## config.mk

```make
export PLATFORM = sky130hd
export DESIGN_NAME = swm_ctrl
export DESIGN_NICKNAME = d
export VERILOG_FILES = /design/src/hw/rtl/swm_pkg.sv /design/src/hw/rtl/swm_ctrl.sv
export VERILOG_INCLUDE_DIRS = /design/src /design/src/hw/rtl
export SDC_FILE = /design/constraint.sdc
export NUM_CORES = 1
export LEC_CHECK = 0
export ABC_AREA = 1
export BUFFER_PORTS_ARGS = -buffer_cell sky130_fd_sc_hd__buf_2
export CORE_AREA = 2 2 39 41
export CTS_CLUSTER_SIZE = 10
export DETAILED_ROUTE_END_ITERATION = 12
export DIE_AREA = 0 0 41 43
export PLACE_DENSITY = 0.4
export SLEW_MARGIN = 15
export SYNTH_ARGS = -nofsm -noshare
export SYNTH_HDL_FRONTEND = slang
export SYNTH_SLANG_ARGS = --single-unit
```

## constraint.sdc

```tcl
create_clock -name clk -period 1.8 [get_ports clk]
set_input_delay 0.18 -clock clk [delete_from_list [all_inputs] [get_ports clk]]
set_output_delay 0.18 -clock clk [all_outputs]
set_load 0.02 [all_outputs]
```

## src/hw/rtl/assert_macros.svh

```systemverilog
// ---------------------------------------------------------------------------
// assert_macros.svh
// shared concurrent assertion macros for the median filter rtl
// ---------------------------------------------------------------------------
`ifndef ASSERT_MACROS_SVH
`define ASSERT_MACROS_SVH

// property checked on the rising clock edge, muted while reset is asserted
`define SWM_ASSERT(lbl, clk, rst_n, prop) \
	lbl: assert property (@(posedge clk) disable iff (!rst_n) prop) \
		else $error("swm assertion failed");

// implication whose consequent is checked in the cycle after the condition
`define SWM_ASSERT_NEXT(lbl, clk, rst_n, cond, prop) \
	lbl: assert property (@(posedge clk) disable iff (!rst_n) (cond) |=> (prop)) \
		else $error("swm assertion failed");

`endif

```

## src/hw/rtl/swm_pkg.sv

```systemverilog
// ---------------------------------------------------------------------------
// swm_pkg
// types and constants shared by the median filter controller and datapath
// ---------------------------------------------------------------------------
package swm_pkg;

	// configuration register
	localparam int WIN_WIDTH = 7;
	localparam logic [WIN_WIDTH-1:0] WIN_RESET = 7'd3;
	localparam logic REG_WINDOW_SIZE = 1'b0;

	// controller states
	typedef enum logic [3:0] {
		ST_IDLE   = 4'b0001,
		ST_REMOVE = 4'b0010,
		ST_INSERT = 4'b0100,
		ST_EMIT   = 4'b1000
	} state_t;

	// controller to datapath
	typedef struct packed {
		logic accept;   // capture a word, access the history ring
		logic remove;   // retire one copy of the oldest sample
		logic insert;   // place the new sample in sorted order
		logic load_out; // move the median into the output register
	} cmd_t;

	// datapath to controller
	typedef struct packed {
		logic full; // window is full before the next word
		logic emit; // word in flight gives a result
	} status_t;

endpackage

```

## src/hw/rtl/swm_ctrl.sv

```systemverilog
// ---------------------------------------------------------------------------
// swm_ctrl
// sequencer for one word: capture, remove, insert, emit
// ---------------------------------------------------------------------------
`include "assert_macros.svh"

module swm_ctrl (
	input  logic             clk,
	input  logic             arst_n,
	input  logic             in_valid,
	output logic             in_ready,
	output logic             out_valid,
	input  logic             out_ready,
	input  swm_pkg::status_t status,
	output swm_pkg::cmd_t    cmd
);

	swm_pkg::state_t state_q, state_d;
	logic            out_valid_q;

	assign in_ready = (state_q == swm_pkg::ST_IDLE);
	assign out_valid = out_valid_q;

	always_comb begin
		cmd = '0;
		state_d = state_q;
		case (state_q)
			swm_pkg::ST_IDLE: begin
				cmd.accept = in_valid;
				if (in_valid) begin
					state_d = status.full ? swm_pkg::ST_REMOVE : swm_pkg::ST_INSERT;
				end
			end
			swm_pkg::ST_REMOVE: begin
				cmd.remove = 1'b1;
				state_d = swm_pkg::ST_INSERT;
			end
			swm_pkg::ST_INSERT: begin
				cmd.insert = 1'b1;
				state_d = status.emit ? swm_pkg::ST_EMIT : swm_pkg::ST_IDLE;
			end
			swm_pkg::ST_EMIT: begin
				if (!out_valid_q || out_ready) begin
					cmd.load_out = 1'b1;
					state_d = swm_pkg::ST_IDLE;
				end
			end
			default: begin
				state_d = swm_pkg::ST_IDLE;
			end
		endcase
	end

	always_ff @(posedge clk or negedge arst_n) begin
		if (!arst_n) begin
			state_q <= swm_pkg::ST_IDLE;
			out_valid_q <= 1'b0;
		end else begin
			state_q <= state_d;
			if (cmd.load_out) begin
				out_valid_q <= 1'b1;
			end else if (out_ready) begin
				out_valid_q <= 1'b0;
			end
		end
	end

	// an accepted word always takes the controller out of idle in the next cycle
	`SWM_ASSERT_NEXT(a_accept_busy, clk, arst_n, cmd.accept, state_q != swm_pkg::ST_IDLE)
	// a waiting result is never overwritten
	`SWM_ASSERT(a_no_overwrite, clk, arst_n, cmd.load_out |-> (!out_valid_q || out_ready))
	// a result is only loaded after an insert step
	`SWM_ASSERT(a_load_after_insert, clk, arst_n,
		cmd.load_out |-> (status.emit && state_q == swm_pkg::ST_EMIT))

endmodule

```

==> impl_metrics.ini, run 1 <==
[outcome]
status = completed

[worst_setup_path]
cp_max_fo = 4
cp-end-kind = primary output
worstPathRequired_ps = 1620
crit_end = cmd[3]
regToRegSetupSlack_ps = 700
crit_arrival_ps = 1270
rr_endpoint = state_q[0]$_DFFE_PN1P_
critical_path.startpoint = state_q[0]$_DFFE_PN1P_
start_kind = flip-flop
rr_startpoint = state_q[0]$_DFFE_PN1P_
reg2reg_depth = 7
crit_type = reg2out

[cts]
clkTransAtPathRegs_ps = 40
ctsLongestPathBuffers = 2
cts_tree = done
root_buffer = clkbuf_4
clock_latency_ps = 240
numCtsBuffers = 3
htree_levels = 1
clock-sinks = 5
post-cts-setup-buffers = 0

[detailed_routing]
postRouteWirelength_um = 612
vias_per_cell = 3.89
wl_per_cell_um = 8.38
drc = 0
drtIter0Drc = 3
num_vias = 284
ant_nets = 0
dr.pass1.iters = 4

[placement]
gp_congestion = 0.760
dp_hpwl_um = 512
io_buffers = 11
dp.cells = 68
place_area_um2 = 362

[cells_and_area]
mostFrequentLayoutCell = buf_2
nFillCells = 160
drive_gt1_share_pct = 42.1
nNetsFinal = 64
mostFrequentLayoutCells = 11 x buf_2, 7 x inv_1, 7 x nand2_1
final_area_um2 = 398
area_growth_pct = 38.9
finalNonFillerCells = 73
multiInputGateArea_um2 = 116
diodes = 0
layout.area.seq_um2 = 126

[synth]
ys_types = 13
seq_area_frac_synth_pct = 44.1
synth_top_family_by_area = simple AND/OR/NAND/NOR gates
synth_area_per_cell_um2 = 6.99
synth-seq-cells = 5
synth_xor_xnor_area_share_pct = 0
yosys_warnings = 0
synth_fa_ha_area_share_pct = 0
synthCells = 41
synth_compound_area_share_pct = 5.24
synth_simple_gate_area_share_pct = 35.4
synth_area_um2 = 287
synth_nets = 47
synth_mux_area_share_pct = 0

[timing]
fin_crit_sh_pct = 80.8
fmax_mhz = 687
relSlewSlack_pct = 88.9
slew_violations = 0
rsz0062_at_grt = false
final.min_clock_period_ps = 1450
whs_ps = 163
skew_ps = 1.69
fin_tns_setup_ps = 0
setup_violations = 0
worst_slew_pin_slew_ps = 164
finalHoldViolations = 0

[power_and_ir_drop]
ir_drop_mv = 0.459
p_per_area_nw_per_um2 = 1560
leakagePower_nw = 0.242

[global_routing]
gr-usage-met3_pct = 3.14
grt_use_total_pct = 8.96
grtUsageMet1_pct = 9.74
use_met2_pct = 11.9
grt_pass1_wl_um = 972
antenna_found_initial = 0
grt_max_degree = 6
grt-ovfl-total = 0
grt_pass1_vias = 246
busiest_layer = met2

[die]
dieArea_um2 = 1760
dieHeight_um = 43
initial_core_util_pct = 20.7
die_w_um = 41
row_count = 14
core_region_area_um2 = 1380
io-pin-count = 12

[min_path]
hold_class = in2reg

[flow_run]
drv_cap = 0
metal layers:
layer | wire length (um) | part of all wire (%) | up-vias
li1 | - | - | 152
met1 | 277 | 45 | 117
met2 | 257 | 42 | 11
met3 | 53 | 8.7 | 4
met4 | 24 | 3.9 | 0
met5 | 0 | 0 | -
report_power, final:
group | total [mW] | internal [mW] | leakage [nW] | switching (mW)
Clock | 0.127 | 0.0836 | 0.0150 | 0.0429
Sequential | 0.184 | 0.156 | 0.0650 | 0.0279
Combinational | 0.310 | 0.102 | 0.162 | 0.208
Total | 0.621 | 0.342 | 0.242 | 0.279
kinds of logic after synthesis:
kind of cell,Yosys count
AO/OA/AOI/OAI,3
buffers and inverters,11
flip-flops,5
AND/OR/NAND/NOR,22
critical path, stage by stage (launching register included):
cell and delay, ps:
dfstp_2 540, inv_2 40, nor2_2 100, nand2_2 100, nor2_1 90, buf_2 160
how the worst min path moves through the flow:
stage,start,end,slack [ps],cells past startpoint
after floorplan,arst_n,out_valid$_DFFE_PN0P_,-120,0
after global placement,arst_n,out_valid$_DFFE_PN0P_,4,1
after detailed placement,arst_n,out_valid$_DFFE_PN0P_,3,1
after CTS,out_ready,out_valid$_DFFE_PN0P_,160,2
after global routing,out_ready,out_valid$_DFFE_PN0P_,170,2
final,out_ready,out_valid$_DFFE_PN0P_,160,2
Yosys cell counts:
| master | number | share of area (%) |
|---|---|---|
| clkinv_2 | 2 | 3.5 |
| nand2_1 | 7 | 9.2 |
| nor2_2 | 3 | 6.6 |
| nor3_1 | 1 | 1.7 |
| a21oi_1 | 1 | 1.7 |
| dfstp_2 | 1 | 9.2 |
| o21ai_0 | 2 | 3.5 |
| dfrtp_1 | 4 | 35 |
| nor2_1 | 5 | 6.6 |
| inv_2 | 2 | 2.6 |
| nand2_2 | 2 | 4.4 |
| nand3_1 | 4 | 7.0 |
| inv_1 | 7 | 9.2 |
timing repair:
item / 4_1_cts / 5_1_grt
hold endpoints to repair: 5 / 0
resized for setup: 0 / 0
hold buffers: 1 / 0
per-stage QoR:
step	total power, mW	util, %	worst slack (ps)
after floorplan	0.415	-	590
after global placement	0.496	26.1	621
after detailed placement	0.496	26.1	600
after CTS	0.631	28.8	330
after global routing	0.677	28.8	254
final	0.621	28.8	345
flip-flops by register name, summed over array words and instances (netlist names):
name / flops
out_valid: 1
state_q: 4
area by class of cell:
class / instances / share of cell area, %
repair buffers: 12 / 16.4
multi-input cells: 25 / 29.2
well taps: 16 / 5.03
inverters: 11 / 11.0
clock buffers: 4 / 6.60
flip-flops and latches: 5 / 31.8
Note: power is estimated with default switching activity, not from simulation.
==> run 2, diff against run 1 <==
PLACE_DENSITY = 0.42   (was 0.4)
clock period = 1.28 ns   (was 1.8 ns; I/O delays follow)
==> impl_metrics.ini, run 2 (synthesized netlist as in run 1, its figures left out) <==
[outcome]
status = finished, violations left
violations = negative setup slack

[timing]
fin_crit_sh_pct = 105
finalHoldViolations = 0
skew_ps = 2.31
slew_violations = 0
worst_slew_pin_slew_ps = 179
whs_ps = 105
timing.final.ws_setup_ps = -63.4
rsz0062_at_grt = true
fmax_mhz = 744
setup_violations = 4
final.min_clock_period_ps = 1340
relSlewSlack_pct = 88.1

[placement]
io_buffers = 11
gp_congestion = 0.672
dp.cells = 68
dp_hpwl_um = 490

[global_routing]
antenna_found_initial = 0
grt_use_total_pct = 8.97
grt_pass1_wl_um = 986
grt-ovfl-total = 0
grt_pass1_vias = 252
grt_max_degree = 6

[cts]
clkTransAtPathRegs_ps = 50
numCtsBuffers = 3
htree_levels = 1
ctsLongestPathBuffers = 2
cts_tree = done
clock-sinks = 5
clock_latency_ps = 240
root_buffer = clkbuf_4

[power_and_ir_drop]
leakagePower_nw = 0.260
ir_drop_mv = 1.15
p_per_area_nw_per_um2 = 2370

[die]
die_w_um = 41
dieHeight_um = 43
io-pin-count = 12
core_region_area_um2 = 1380
row_count = 14
dieArea_um2 = 1760
initial_core_util_pct = 20.7

[cells_and_area]
drive_gt1_share_pct = 45.8
mostFrequentLayoutCell = buf_2
top_register = state_q
utilization_pct = 32.4
mostFrequentLayoutCells = 9 x buf_2, 7 x inv_1, 7 x nand2_1
finalNonFillerCells = 75
area_growth_pct = 56.3
nNetsFinal = 66
diodes = 0
largest_register_ffs = 4

[detailed_routing]
wl_per_cell_um = 8.87
ant_nets = 0
vias_per_cell = 3.91
postRouteWirelength_um = 665
dr.pass1.iters = 2
drc = 0
drtIter0Drc = 3
num_vias = 293

[worst_setup_path]
cp-end-kind = primary output
worstPathRequired_ps = 1150
cp_max_fo = 3
start_kind = flip-flop
crit_arrival_ps = 1220
crit_type = reg2out

[flow_run]
drv_cap = 0

[min_path]
hold_class = in2reg
run 2: cell type report:
cell class,count,area [um^2]
Sequential cell,5,126
Multi-Input combinational cell,25,139
Inverter,11,43.8
Clock buffer,4,26.3
Tap cell,16,20.0
Fill cell,163,936
Timing Repair Buffer,14,92.6
run 2: worst paths after layout:
path	start	endpoint	slack [ps]	cells past startpoint
min in group asynchronous	arst_n	out_valid$_DFFE_PN0P_	250	2
max in group asynchronous	arst_n	state_q[0]$_DFFE_PN1P_	810	2
worst min register to register	out_valid$_DFFE_PN0P_	out_valid$_DFFE_PN0P_	550	2
worst min-delay path	out_ready	out_valid$_DFFE_PN0P_	110	2
worst max-delay path	state_q[0]$_DFFE_PN1P_	cmd[3]	-60	5
worst max register to register	state_q[0]$_DFFE_PN1P_	state_q[0]$_DFFE_PN1P_	70	8
run 2: routing by layer:
layer	track usage [%]	wire length, um	vias up
li1	-	-	156
met1	11.4	322	128
met2	11.3	291	9
met3	6.28	50	0
met4	4.00	0	0
met5	0	0	-
run 2: worst max-delay path, cell delays in order, from the launching register on:
cell and delay, ps:
dfstp_2 540, inv_2 50, nor2_4 110, nand2_4 80, nor2_4 80, buf_6 120
run 2: per-stage QoR:
| stage | setup TNS [ps] | power, mW | instance area (um^2) | setup WS [ps] |
|---|---|---|---|---|
| after detailed placement | 0 | 0.693 | 362 | 142 |
| after floorplan | 0 | 0.584 | 287 | 122 |
| after global routing | -453 | 1.14 | 448 | -115 |
| after CTS | -132 | 0.998 | 427 | -72.0 |
| after global placement | 0 | 0.694 | 362 | 148 |
| final | -136 | 1.06 | 448 | -63.4 |
run 2: report_power, final:
group | internal (mW) | switching, mW
clock | 0.118 | 0.0629
combinational | 0.262 | 0.346
sequential | 0.220 | 0.0521
run 2: what timing repair did:
item / in CTS / in global routing
pin swaps: 1 / 0
gates resized for setup: 4 / 5
hold buffers: 1 / 0
hold endpoints to repair: 5 / 0
setup buffers: 2 / 0
setup endpoints to repair: 4 / 5
